==> src/sv/nrmc_pkg.sv <==
`default_nettype none

package nrmc_pkg;

   localparam int unsigned MAX_SENTENCE = 80;
   localparam int unsigned LEN_W        = 7;
   localparam logic [LEN_W-1:0] MAX_LEN = LEN_W'(MAX_SENTENCE);

   localparam int unsigned POS_CHARS = 11;
   localparam int unsigned MOT_CHARS = 5;
   localparam int unsigned POS_W     = 4 * POS_CHARS;
   localparam int unsigned MOT_W     = 4 * MOT_CHARS;
   localparam int unsigned NUM_W     = 20;
   localparam logic [NUM_W-1:0] NUM_MAX = NUM_W'(999999);

   localparam logic [1:0] KIND_NONE = 2'd0;
   localparam logic [1:0] KIND_RMC  = 2'd1;
   localparam logic [1:0] KIND_GGA  = 2'd2;
   localparam logic [1:0] KIND_GSA  = 2'd3;

   localparam logic [7:0] CH_DOLLAR = 8'h24;
   localparam logic [7:0] CH_STAR   = 8'h2A;
   localparam logic [7:0] CH_COMMA  = 8'h2C;
   localparam logic [7:0] CH_DOT    = 8'h2E;
   localparam logic [7:0] CH_ZERO   = 8'h30;
   localparam logic [7:0] CH_NINE   = 8'h39;
   localparam logic [7:0] CH_A_UP   = 8'h41;
   localparam logic [7:0] CH_F_UP   = 8'h46;
   localparam logic [7:0] CH_A_LOW  = 8'h61;
   localparam logic [7:0] CH_F_LOW  = 8'h66;
   localparam logic [7:0] CH_N_UP   = 8'h4E;
   localparam logic [7:0] CH_E_UP   = 8'h45;

   localparam logic [3:0] CODE_DOT   = 4'd10;
   localparam logic [3:0] CODE_OTHER = 4'd14;

   localparam logic [4:0] FLD_TYPE   = 5'd0;
   localparam logic [4:0] FLD_TIME   = 5'd1;
   localparam logic [4:0] FLD_STATUS = 5'd2;
   localparam logic [4:0] FLD_LAT    = 5'd3;
   localparam logic [4:0] FLD_NS     = 5'd4;
   localparam logic [4:0] FLD_LON    = 5'd5;
   localparam logic [4:0] FLD_EW     = 5'd6;
   localparam logic [4:0] FLD_SPEED  = 5'd7;
   localparam logic [4:0] FLD_COURSE = 5'd8;
   localparam logic [4:0] FLD_DATE   = 5'd9;

   typedef struct packed {
      logic             start;
      logic             chr;
      logic             fend;
      logic             finish;
      logic             ok;
      logic [1:0]       kind;
      logic [4:0]       index;
      logic [LEN_W-1:0] count;
      logic [7:0]       data;
   } nrmc_evt_type;

   typedef struct packed {
      logic [1:0]       sentence_kind;
      logic             checksum_ok;
      logic [NUM_W-1:0] utc_time;
      logic             fix_valid;
      logic             is_north;
      logic             is_east;
      logic [POS_W-1:0] latitude_text;
      logic [POS_W-1:0] longitude_text;
      logic [MOT_W-1:0] speed_text;
      logic [MOT_W-1:0] course_text;
      logic [NUM_W-1:0] date_value;
      logic [15:0]      frame_count;
   } nrmc_rsp_type;

   function automatic logic is_digit(input logic [7:0] c);
      return (c >= CH_ZERO) && (c <= CH_NINE);
   endfunction

   function automatic logic [3:0] char_code(input logic [7:0] c);
      logic [3:0] r;
      if (is_digit(c)) begin
         r = c[3:0];
      end else if (c == CH_DOT) begin
         r = CODE_DOT;
      end else begin
         r = CODE_OTHER;
      end
      return r;
   endfunction

   // bit 4 flags a byte that is no hex digit
   function automatic logic [4:0] hex_decode(input logic [7:0] c);
      logic [4:0] r;
      if (is_digit(c)) begin
         r = {1'b0, c[3:0]};
      end else if ((c >= CH_A_UP && c <= CH_F_UP) || (c >= CH_A_LOW && c <= CH_F_LOW)) begin
         r = {1'b0, c[3:0] + 4'd9};
      end else begin
         r = 5'b10000;
      end
      return r;
   endfunction

   // sel 0 RMC, 1 GGA, 2 GSA; pos counts from the first byte after the dollar
   function automatic logic [7:0] kind_char(input logic [1:0] sel, input logic [2:0] pos);
      logic [7:0] r;
      case (pos)
         3'd0: r = 8'h47;
         3'd1: r = 8'h50;
         3'd2: r = (sel == 2'd0) ? 8'h52 : 8'h47;
         3'd3: r = (sel == 2'd0) ? 8'h4D : ((sel == 2'd1) ? 8'h47 : 8'h53);
         3'd4: r = (sel == 2'd0) ? 8'h43 : 8'h41;
         default: r = 8'h00;
      endcase
      return r;
   endfunction

   function automatic logic [POS_W-1:0] put_pos(input logic [POS_W-1:0] w,
                                                input logic [LEN_W-1:0] k,
                                                input logic [7:0] c);
      logic [POS_W-1:0] r;
      r = w;
      for (int j = 0; j < POS_CHARS; j++) begin
         if (k == LEN_W'(POS_CHARS - 1 - j)) r[4*j +: 4] = char_code(c);
      end
      return r;
   endfunction

   function automatic logic [MOT_W-1:0] put_mot(input logic [MOT_W-1:0] w,
                                                input logic [LEN_W-1:0] k,
                                                input logic [7:0] c);
      logic [MOT_W-1:0] r;
      r = w;
      for (int j = 0; j < MOT_CHARS; j++) begin
         if (k == LEN_W'(MOT_CHARS - 1 - j)) r[4*j +: 4] = char_code(c);
      end
      return r;
   endfunction

endpackage

`default_nettype wire

==> src/sv/nrmc_framer.sv <==
`default_nettype none

module nrmc_framer (
   input  wire logic                  clock,
   input  wire logic                  reset,
   input  wire logic                  step,
   input  wire logic [7:0]            rx_byte,
   output logic                       result_due,
   output nrmc_pkg::nrmc_evt_type     evt
);
   import nrmc_pkg::*;

   typedef enum logic [1:0] {PH_WAIT, PH_BODY, PH_HEX_HI, PH_HEX_LO} phase_type;

   phase_type        phase_ff, phase_in;
   logic [LEN_W-1:0] len_ff, len_in;
   logic [7:0]       xor_ff, xor_in;
   logic [3:0]       hi_ff, hi_in;
   logic             bad_ff, bad_in;
   logic [4:0]       idx_ff, idx_in;
   logic [LEN_W-1:0] cnt_ff, cnt_in;
   logic [1:0]       pend_ff, pend_in;
   logic [2:0]       match_ff, match_in;

   logic [4:0] hex;
   logic       do_end;
   logic       do_char;

   assign hex        = hex_decode(rx_byte);
   assign result_due = (phase_ff == PH_HEX_LO) && (len_ff < MAX_LEN);

   always_comb begin
      phase_in   = phase_ff;
      len_in     = len_ff;
      xor_in     = xor_ff;
      hi_in      = hi_ff;
      bad_in     = bad_ff;
      idx_in     = idx_ff;
      cnt_in     = cnt_ff;
      pend_in    = pend_ff;
      match_in   = match_ff;
      do_end     = 1'b0;
      do_char    = 1'b0;
      evt        = '0;
      evt.kind   = pend_ff;
      evt.index  = idx_ff;
      evt.count  = cnt_ff;
      evt.data   = rx_byte;
      evt.ok     = !hex[4] && !bad_ff && ({hi_ff, hex[3:0]} == xor_ff) && (pend_ff != KIND_NONE);

      if (step) begin
         if (phase_ff == PH_WAIT) begin
            if (rx_byte == CH_DOLLAR) begin
               phase_in  = PH_BODY;
               len_in    = LEN_W'(1);
               xor_in    = '0;
               hi_in     = '0;
               bad_in    = 1'b0;
               idx_in    = '0;
               cnt_in    = '0;
               pend_in   = KIND_NONE;
               match_in  = '1;
               evt.start = 1'b1;
            end
         end else if (len_ff >= MAX_LEN) begin
            // drop the overlong frame silently
            phase_in = PH_WAIT;
         end else begin
            len_in = len_ff + LEN_W'(1);
            unique case (phase_ff)
               PH_BODY: begin
                  if (rx_byte == CH_STAR) begin
                     do_end   = 1'b1;
                     phase_in = PH_HEX_HI;
                  end else begin
                     xor_in = xor_ff ^ rx_byte;
                     if (rx_byte == CH_COMMA) do_end = 1'b1;
                     else do_char = 1'b1;
                  end
               end
               PH_HEX_HI: begin
                  hi_in    = hex[4] ? 4'd0 : hex[3:0];
                  bad_in   = hex[4];
                  phase_in = PH_HEX_LO;
               end
               PH_HEX_LO: begin
                  evt.finish = 1'b1;
                  phase_in   = PH_WAIT;
               end
               default: ;
            endcase
         end
      end

      if (do_char) begin
         if (idx_ff == FLD_TYPE) begin
            for (int i = 0; i < 3; i++) begin
               if (cnt_ff >= LEN_W'(5) || kind_char(2'(i), cnt_ff[2:0]) != rx_byte)
                  match_in[i] = 1'b0;
            end
         end else if (pend_ff == KIND_RMC) begin
            evt.chr = 1'b1;
         end
         if (cnt_ff != '1) cnt_in = cnt_ff + LEN_W'(1);
      end

      if (do_end) begin
         if (idx_ff == FLD_TYPE) begin
            pend_in = KIND_NONE;
            if (cnt_ff == LEN_W'(5)) begin
               if (match_ff[0])      pend_in = KIND_RMC;
               else if (match_ff[1]) pend_in = KIND_GGA;
               else if (match_ff[2]) pend_in = KIND_GSA;
            end
         end else if (pend_ff == KIND_RMC) begin
            evt.fend = 1'b1;
         end
         if (idx_ff != '1) idx_in = idx_ff + 5'd1;
         cnt_in = '0;
      end
   end

   always_ff @(posedge clock) begin
      if (reset) begin
         phase_ff <= PH_WAIT;
         len_ff   <= '0;
         xor_ff   <= '0;
         hi_ff    <= '0;
         bad_ff   <= 1'b0;
         idx_ff   <= '0;
         cnt_ff   <= '0;
         pend_ff  <= KIND_NONE;
         match_ff <= '1;
      end else begin
         phase_ff <= phase_in;
         len_ff   <= len_in;
         xor_ff   <= xor_in;
         hi_ff    <= hi_in;
         bad_ff   <= bad_in;
         idx_ff   <= idx_in;
         cnt_ff   <= cnt_in;
         pend_ff  <= pend_in;
         match_ff <= match_in;
      end
   end

endmodule

`default_nettype wire

==> src/sv/nrmc_capture.sv <==
`default_nettype none

module nrmc_capture (
   input  wire logic                   clock,
   input  wire logic                   reset,
   input  wire nrmc_pkg::nrmc_evt_type evt,
   output nrmc_pkg::nrmc_rsp_type      rsp
);
   import nrmc_pkg::*;

   typedef struct packed {
      logic tm;
      logic dt;
      logic fix;
      logic north;
      logic east;
      logic lat;
      logic lon;
      logic spd;
      logic crs;
   } seen_type;

   // shadow copies, filled while the frame runs
   logic [NUM_W-1:0] sh_time_ff, sh_time_in;
   logic [NUM_W-1:0] sh_date_ff, sh_date_in;
   logic             sh_fix_ff, sh_fix_in;
   logic             sh_north_ff, sh_north_in;
   logic             sh_east_ff, sh_east_in;
   logic [POS_W-1:0] sh_lat_ff, sh_lat_in;
   logic [POS_W-1:0] sh_lon_ff, sh_lon_in;
   logic [MOT_W-1:0] sh_spd_ff, sh_spd_in;
   logic [MOT_W-1:0] sh_crs_ff, sh_crs_in;
   logic             run_ff, run_in;
   seen_type         seen_ff, seen_in;

   // committed values
   logic [1:0]       kind_ff, kind_in;
   logic [NUM_W-1:0] time_ff, time_in;
   logic [NUM_W-1:0] date_ff, date_in;
   logic             fix_ff, fix_in;
   logic             north_ff, north_in;
   logic             east_ff, east_in;
   logic [POS_W-1:0] lat_ff, lat_in;
   logic [POS_W-1:0] lon_ff, lon_in;
   logic [MOT_W-1:0] spd_ff, spd_in;
   logic [MOT_W-1:0] crs_ff, crs_in;
   logic [15:0]      frames_ff, frames_in;

   logic             first;
   logic             dig;
   logic             run_now;
   logic [NUM_W-1:0] num_cur;
   logic [NUM_W+3:0] acc;
   logic [NUM_W-1:0] num_next;

   assign first   = (evt.count == '0);
   assign dig     = is_digit(evt.data);
   assign run_now = first ? dig : run_ff;
   assign num_cur = first ? '0 : ((evt.index == FLD_TIME) ? sh_time_ff : sh_date_ff);
   assign acc     = (NUM_W+4)'({num_cur, 3'b000}) + (NUM_W+4)'({num_cur, 1'b0})
                    + (NUM_W+4)'(evt.data[3:0]);
   assign num_next = (acc > (NUM_W+4)'(NUM_MAX)) ? NUM_MAX : acc[NUM_W-1:0];

   always_comb begin
      sh_time_in  = sh_time_ff;
      sh_date_in  = sh_date_ff;
      sh_fix_in   = sh_fix_ff;
      sh_north_in = sh_north_ff;
      sh_east_in  = sh_east_ff;
      sh_lat_in   = sh_lat_ff;
      sh_lon_in   = sh_lon_ff;
      sh_spd_in   = sh_spd_ff;
      sh_crs_in   = sh_crs_ff;
      run_in      = run_ff;
      seen_in     = seen_ff;
      kind_in     = kind_ff;
      time_in     = time_ff;
      date_in     = date_ff;
      fix_in      = fix_ff;
      north_in    = north_ff;
      east_in     = east_ff;
      lat_in      = lat_ff;
      lon_in      = lon_ff;
      spd_in      = spd_ff;
      crs_in      = crs_ff;
      frames_in   = frames_ff;

      if (evt.start) begin
         sh_time_in  = '0;
         sh_date_in  = '0;
         sh_fix_in   = 1'b0;
         sh_north_in = 1'b0;
         sh_east_in  = 1'b0;
         sh_lat_in   = '1;
         sh_lon_in   = '1;
         sh_spd_in   = '1;
         sh_crs_in   = '1;
         seen_in     = '0;
      end

      if (evt.chr) begin
         unique case (evt.index) inside
            FLD_TIME, FLD_DATE: begin
               if (first) begin
                  run_in = dig;
                  if (evt.index == FLD_TIME) seen_in.tm = dig;
                  else seen_in.dt = dig;
               end
               if (run_now && !dig) begin
                  run_in = 1'b0;
               end else if (run_now) begin
                  if (evt.index == FLD_TIME) sh_time_in = num_next;
                  else sh_date_in = num_next;
               end
            end
            FLD_STATUS: if (first) sh_fix_in = (evt.data == CH_A_UP);
            FLD_NS:     if (first) sh_north_in = (evt.data == CH_N_UP);
            FLD_EW:     if (first) sh_east_in = (evt.data == CH_E_UP);
            FLD_LAT:    sh_lat_in = put_pos(sh_lat_ff, evt.count, evt.data);
            FLD_LON:    sh_lon_in = put_pos(sh_lon_ff, evt.count, evt.data);
            FLD_SPEED:  sh_spd_in = put_mot(sh_spd_ff, evt.count, evt.data);
            FLD_COURSE: sh_crs_in = put_mot(sh_crs_ff, evt.count, evt.data);
            default: ;
         endcase
      end

      if (evt.fend) begin
         unique case (evt.index)
            FLD_STATUS: seen_in.fix   = 1'b1;
            FLD_LAT:    seen_in.lat   = 1'b1;
            FLD_NS:     seen_in.north = 1'b1;
            FLD_LON:    seen_in.lon   = 1'b1;
            FLD_EW:     seen_in.east  = 1'b1;
            FLD_SPEED:  seen_in.spd   = 1'b1;
            FLD_COURSE: seen_in.crs   = 1'b1;
            default: ;
         endcase
      end

      if (evt.finish) begin
         frames_in = frames_ff + 16'd1;
         if (evt.ok) begin
            kind_in = evt.kind;
            if (seen_ff.tm)    time_in  = sh_time_ff;
            if (seen_ff.dt)    date_in  = sh_date_ff;
            if (seen_ff.fix)   fix_in   = sh_fix_ff;
            if (seen_ff.north) north_in = sh_north_ff;
            if (seen_ff.east)  east_in  = sh_east_ff;
            if (seen_ff.lat)   lat_in   = sh_lat_ff;
            if (seen_ff.lon)   lon_in   = sh_lon_ff;
            if (seen_ff.spd)   spd_in   = sh_spd_ff;
            if (seen_ff.crs)   crs_in   = sh_crs_ff;
         end
      end
   end

   always_comb begin
      rsp.sentence_kind  = kind_in;
      rsp.checksum_ok    = evt.ok;
      rsp.utc_time       = time_in;
      rsp.fix_valid      = fix_in;
      rsp.is_north       = north_in;
      rsp.is_east        = east_in;
      rsp.latitude_text  = lat_in;
      rsp.longitude_text = lon_in;
      rsp.speed_text     = spd_in;
      rsp.course_text    = crs_in;
      rsp.date_value     = date_in;
      rsp.frame_count    = frames_in;
   end

   always_ff @(posedge clock) begin
      sh_time_ff  <= sh_time_in;
      sh_date_ff  <= sh_date_in;
      sh_fix_ff   <= sh_fix_in;
      sh_north_ff <= sh_north_in;
      sh_east_ff  <= sh_east_in;
      sh_lat_ff   <= sh_lat_in;
      sh_lon_ff   <= sh_lon_in;
      sh_spd_ff   <= sh_spd_in;
      sh_crs_ff   <= sh_crs_in;
      run_ff      <= run_in;
   end

   always_ff @(posedge clock) begin
      if (reset) begin
         seen_ff   <= '0;
         kind_ff   <= KIND_NONE;
         time_ff   <= '0;
         date_ff   <= '0;
         fix_ff    <= 1'b0;
         north_ff  <= 1'b1;
         east_ff   <= 1'b0;
         lat_ff    <= '1;
         lon_ff    <= '1;
         spd_ff    <= '1;
         crs_ff    <= '1;
         frames_ff <= '0;
      end else begin
         seen_ff   <= seen_in;
         kind_ff   <= kind_in;
         time_ff   <= time_in;
         date_ff   <= date_in;
         fix_ff    <= fix_in;
         north_ff  <= north_in;
         east_ff   <= east_in;
         lat_ff    <= lat_in;
         lon_ff    <= lon_in;
         spd_ff    <= spd_in;
         crs_ff    <= crs_in;
         frames_ff <= frames_in;
      end
   end

endmodule

`default_nettype wire

==> src/sv/nmea_rmc_sentence_parser_top.sv <==
// NMEA sentence parser with RMC field capture.
//
// req_ carries one received character per word. Characters before a '$' are
// skipped; a frame runs from '$' to '*' and two hex checksum digits. rsp_
// carries one snapshot word per completed frame: the committed RMC fields,
// the last accepted sentence kind, whether this frame is a known kind with a
// good checksum and a frame count. Frames over 80 bytes are dropped silently.
//
// Throughput is one character per cycle unless a final checksum digit meets
// a stalled rsp_. A character is held in an input register, then runs
// through the per-byte update, and the snapshot of a finished frame lands in
// the result register, which drives rsp_tvalid.
// While rsp_ stalls, characters that end no frame keep flowing; only a final
// checksum digit waits in the input register, and req_tready then stays low
// until the pending word is taken.
// Reset clears framing state, the frame count and the committed fields
// (north set, texts all pad) and empties both registers.
`default_nettype none

module nmea_rmc_sentence_parser_top (
   input  wire logic         clock,
   input  wire logic         reset,
   input  wire logic         req_tvalid,
   output logic              req_tready,
   input  wire logic [7:0]   req_tdata,   // [7:0] rx_byte
   output logic              rsp_tvalid,
   input  wire logic         rsp_tready,
   // [1:0] sentence_kind, [2] checksum_ok, [22:3] utc_time, [23] fix_valid,
   // [24] is_north, [25] is_east, [69:26] latitude_text,
   // [113:70] longitude_text, [133:114] speed_text, [153:134] course_text,
   // [173:154] date_value, [189:174] frame_count, [191:190] zero
   output logic [191:0]      rsp_tdata
);
   import nrmc_pkg::*;

   logic         s1_valid_ff, s1_valid_in;
   logic [7:0]   s1_data_ff, s1_data_in;
   logic         rsp_valid_ff, rsp_valid_in;
   nrmc_rsp_type rsp_data_ff, rsp_data_in;

   logic         due;
   logic         out_free;
   logic         fire;
   nrmc_evt_type evt;
   nrmc_rsp_type snap;

   assign out_free   = !rsp_valid_ff || rsp_tready;
   assign fire       = s1_valid_ff && (out_free || !due);
   assign req_tready = !s1_valid_ff || fire;

   nrmc_framer u_framer (
      .clock      (clock),
      .reset      (reset),
      .step       (fire),
      .rx_byte    (s1_data_ff),
      .result_due (due),
      .evt        (evt)
   );

   nrmc_capture u_capture (
      .clock (clock),
      .reset (reset),
      .evt   (evt),
      .rsp   (snap)
   );

   always_comb begin
      s1_valid_in  = s1_valid_ff;
      s1_data_in   = s1_data_ff;
      rsp_valid_in = rsp_valid_ff;
      rsp_data_in  = rsp_data_ff;
      if (req_tvalid && req_tready) begin
         s1_valid_in = 1'b1;
         s1_data_in  = req_tdata;
      end else if (fire) begin
         s1_valid_in = 1'b0;
      end
      if (fire && due) begin
         rsp_valid_in = 1'b1;
         rsp_data_in  = snap;
      end else if (rsp_tready) begin
         rsp_valid_in = 1'b0;
      end
   end

   always_ff @(posedge clock) begin
      s1_data_ff  <= s1_data_in;
      rsp_data_ff <= rsp_data_in;
   end

   always_ff @(posedge clock) begin
      if (reset) begin
         s1_valid_ff  <= 1'b0;
         rsp_valid_ff <= 1'b0;
      end else begin
         s1_valid_ff  <= s1_valid_in;
         rsp_valid_ff <= rsp_valid_in;
      end
   end

   assign rsp_tvalid = rsp_valid_ff;
   assign rsp_tdata  = {2'b00,
                        rsp_data_ff.frame_count,
                        rsp_data_ff.date_value,
                        rsp_data_ff.course_text,
                        rsp_data_ff.speed_text,
                        rsp_data_ff.longitude_text,
                        rsp_data_ff.latitude_text,
                        rsp_data_ff.is_east,
                        rsp_data_ff.is_north,
                        rsp_data_ff.fix_valid,
                        rsp_data_ff.utc_time,
                        rsp_data_ff.checksum_ok,
                        rsp_data_ff.sentence_kind};

`ifndef SYNTHESIS
   a_hold_input: assert property (@(posedge clock) disable iff (reset)
      s1_valid_ff && !fire |=> s1_valid_ff && $stable(s1_data_ff))
      else $error("held character lost from input register");

   a_result_loads: assert property (@(posedge clock) disable iff (reset)
      fire && due |=> rsp_valid_ff)
      else $error("finished frame gave no result word");

   a_no_overwrite: assert property (@(posedge clock) disable iff (reset)
      rsp_valid_ff && !rsp_tready |-> !(fire && due))
      else $error("pending result word overwritten");
`endif

endmodule

`default_nettype wire
==> config.mk <==
export PLATFORM = sky130hd
export DESIGN_NAME = nmea_rmc_sentence_parser_top
export DESIGN_NICKNAME = d
export VERILOG_FILES = /design/src/sv/nrmc_pkg.sv /design/src/sv/nrmc_framer.sv /design/src/sv/nrmc_capture.sv /design/src/sv/nmea_rmc_sentence_parser_top.sv
export SDC_FILE = /design/constraint.sdc
export NUM_CORES = 1
export LEC_CHECK = 0
export BUFFER_PORTS_ARGS = -buffer_cell sky130_fd_sc_hd__buf_4
export CAP_MARGIN = 5
export CORE_UTILIZATION = 54
export DETAILED_ROUTE_END_ITERATION = 8
export PLACE_DENSITY_LB_ADDON = 0.1
export SETUP_SLACK_MARGIN = 0.3
export SYNTH_ARGS = -nofsm -noshare
export SYNTH_HDL_FRONTEND = slang
export SYNTH_HIERARCHICAL = 1
export SYNTH_SLANG_ARGS = --single-unit
==> constraint.sdc <==
create_clock -name clock -period 10 [get_ports clock]
set_clock_uncertainty 0.15 [all_clocks]
set_input_delay 1 -clock clock [delete_from_list [all_inputs] [get_ports clock]]
set_output_delay 1 -clock clock [all_outputs]
set_load 0.02 [all_outputs]
==> impl_metrics.tcl <==
set metrics [dict create \
    status "completed" \
    final_area_mm2 0.02931 \
    worst_setup_path_end_kind "register" \
    min-delay-start "u_capture/seen_ff[0]" \
    synth_top_cell_area_share_pct 38.46 \
    dieArea_mm2 0.04815 \
    drt-initial-drc-count 1040 \
    place_congestion 0.9049 \
    netlist_instances 2077 \
    synthAdderAreaFrac_pct 2.774 \
    layout_common_cells "327 x edfxtp_1, 282 x dfxtp_1, 213 x buf_4" \
    slew_violations 0 \
    finalSetupTns_ns 0 \
    final_common_cell "edfxtp_1" \
    yosysWarnings 6 \
    syn_area_mm2 0.02553 \
    cts_tree "done" \
    setup_viol 0 \
    ys_top_cells_by_area "edfxtp_1 38%, dfxtp_1 22%, mux2_2 7.7%" \
    hold_path_class "register to register" \
    grt_max_degree 127 \
    vias_per_cell 5.711 \
    peakVddDrop_uv 148.5 \
    register_area_mm2 0.01546 \
    antenna_found_initial 0 \
    seq_area_frac_synth_pct 60.58 \
    grt_overflow_total 0 \
    crit_required_ns 10.26 \
    path_cells "nor3_1, and2_1, nand2_1, a21oi_1, xor2_1, ha_1, ha_1, a21oi_1, nand4b_1, a211oi_1, o21a_1, or4_1, mux2_4, nor2_1, a41oi_1" \
    n_antenna_cell 0 \
    reg2reg_depth 15 \
    hold_buffers 0 \
    clkSinkCount 609 \
    wirelength_um 57280 \
    r2r_slack_ns 3.94 \
    cts.repair.resized 0 \
    coreArea_mm2 0.04656 \
    start_util_pct 54.84 \
    area_growth_pct 14.81 \
    synthMuxAreaShare_pct 7.896 \
    die_h_um 219.4 \
    cts_setup_buffers 0 \
    grt_pass1_vias 15994 \
    synth_edf_count 327 \
    h-tree-depth 2 \
    clockBufferDepth 3 \
    routedWlPerCell_um 19.88 \
    yosys.area.top_type "edfxtp_1" \
    clock-root-buffer "clkbuf_16" \
    critPathTopFamily "simple AND/OR/NAND/NOR gates" \
    rows 79 \
    whs_endpoint "u_capture/seen_ff[0]" \
    worst_path_largest_cell_delay_ns 0.92 \
    ant_nets 0 \
    synth_top_family_by_area "simple AND/OR/NAND/NOR gates" \
    start_kind "register" \
    r2r_start "u_framer/idx_ff[3]" \
    drtPass1Iterations 6 \
    cts_inserted_buffers 59 \
    synthDistinctLibCells 90 \
    io_pins 206 \
    grt_pass1_wl_um 88640 \
    cts.clk_slew.worst_paths_ns 0.06 \
    fmax_ghz 0.1650 \
    hpwl_um 38910 \
    die_width_um 219.4 \
    tightest_slew_ns 1.221 \
    p_leak_uw 0.01100 \
    hold_depth 2 \
    arrival_ns 6.32 \
    portBuffers 203 \
    crit_fanout 21 \
    path_buf_inv 0 \
    placed_area_mm2 0.02735 \
    nets 2293 \
    timing.slew.headroom_pct 18.28 \
    crit_slowest_cell "nor2_1" \
    n_fill_cell 3684 \
    cap_violations 0 \
    layout-drive-gt1-share_pct 28.23 \
    synth-compound-area-share_pct 10.92 \
    synth_xor_area_share_pct 1.578 \
    grt_use_total_pct 23.69 \
    period_share_pct 60.61 \
    vias 16453 \
    synth_seq_cells 609 \
    power_density_mw_per_mm2 169.6 \
    worstSkewPairLatency_ns 0.62 \
    syn_area_per_cell_um2 12.29 \
    hold_viol 0 \
    multi_input_area_mm2 0.009380 \
    yosys.area_share.simple_pct 13.46 \
    crit_type "register to register" \
    rsz0062_at_grt "no" \
    ys_async_sr_fraction_pct 0 \
    r2r_end "u_capture/sh_date_ff[1]" \
    synth-main-ff-cell "edfxtp_1" \
    drc 0 \
    post-route-min-period_ns 6.061 \
]
## kinds of logic (layout without fill, tap and decap cells)
group / count (synthesis) / in the layout
buffers and inverters: 165 / 361
AOI/OAI and AO/OA: 390 / 390
and+or+nand+nor: 631 / 631
DFF: 609 / 609
adders and majority gates: 56 / 56
xor gates and xnor gates: 46 / 46
muxes: 179 / 179
other: 1 / 2
## cell usage after synthesis (all sizes together), types with 17 or more instances
| cell | n |
|---|---|
| inv | 36 |
| o41ai | 17 |
| nor2b | 67 |
| o21a | 134 |
| nand2 | 159 |
| clkbuf | 101 |
| or3 | 18 |
| buf | 27 |
| mux2 | 176 |
| nand3 | 41 |
| o21ai | 48 |
| a21oi | 87 |
| xor2 | 19 |
| xnor2 | 27 |
| dfxtp | 282 |
| edfxtp | 327 |
| nand4 | 21 |
| nor3 | 26 |
| or2 | 137 |
| nor2 | 73 |
| ha | 55 |
## cell type report
type	instances	share of cell area (%)
sequential	609	52.76
multi-input combinational	1304	32.00
clock buffer	89	5.831
timing repair buffer	214	5.494
tap	607	2.591
clock inverter	21	0.8410
inverter	37	0.4739
## per-stage QoR
step           utilization, %  setup slack (ns)  hold slack, ns  cells  total power [µW]
2_1_floorplan               -             3.230          0.2825   2078              2797
3_3_place_gp            58.75             4.386          0.2891   2771              2820
3_5_place_dp            58.75             4.045          0.3029   2771              2824
4_1_cts                 62.96             4.032          0.3115   2881              5017
5_1_grt                 62.96             3.411          0.3410   2881              5135
6_report                62.96             3.939          0.3175   2881              4972
## where the power goes
part | switching (µW) | internal (µW) | total (µW)
registers | 31.7 | 2660 | 2690
logic | 41.3 | 38.2 | 79.5
clock network | 919 | 1280 | 2200
## state kept, by name, summed over array words and instances, names as in the netlist, 4 cells and up
name                  cells
u_framer/hi_ff            4
u_capture/frames_ff      16
u_framer/idx_ff           5
rsp_tdata               190
u_capture/spd_ff         20
u_framer/len_ff           7
u_capture/date_ff        20
u_capture/sh_time_ff     20
u_capture/sh_spd_ff      20
u_framer/xor_ff           8
u_capture/time_ff        20
s1_data_ff                8
u_capture/sh_lat_ff      44
u_capture/sh_crs_ff      20
u_capture/sh_lon_ff      44
u_capture/seen_ff         9
u_capture/crs_ff         20
u_capture/lat_ff         44
u_capture/sh_date_ff     20
u_framer/cnt_ff           7
u_capture/lon_ff         44
## metal layers
layer	part of all wire, %	global-route usage, %	vias up	wire (µm)
li1	-	-	7819	-
met1	45	32.21	8158	25680
met2	48	38.64	386	27520
met3	4.7	4.006	90	2668
met4	2.5	7.431	0	1413
met5	0	0	-	0
## worst reg2reg max path: cells and delay by family (launching register included)
kind | cells | cell delay, ns
adders and majority gates | 2 | 0.57
AOI/OAI and AO/OA | 5 | 1.16
DFF | 1 | 0.44
and+or+nand+nor | 6 | 3.03
xor gates and xnor gates | 1 | 0.20
muxes | 1 | 0.31
## worst max path at each step
stage | startpoint | to | cells past startpoint
4_1_cts | u_framer/idx_ff[3] | u_capture/sh_time_ff[9] | 16
2_1_floorplan | rsp_tready | rsp_tdata[0] | 2
5_1_grt | u_framer/idx_ff[3] | u_capture/sh_date_ff[1] | 16
3_5_place_dp | u_framer/idx_ff[3] | u_capture/sh_date_ff[1] | 16
3_3_place_gp | u_framer/idx_ff[3] | u_capture/sh_time_ff[4] | 15
6_report | u_framer/idx_ff[3] | u_capture/sh_date_ff[1] | 15
Note: power is estimated with default switching activity, not from simulation.
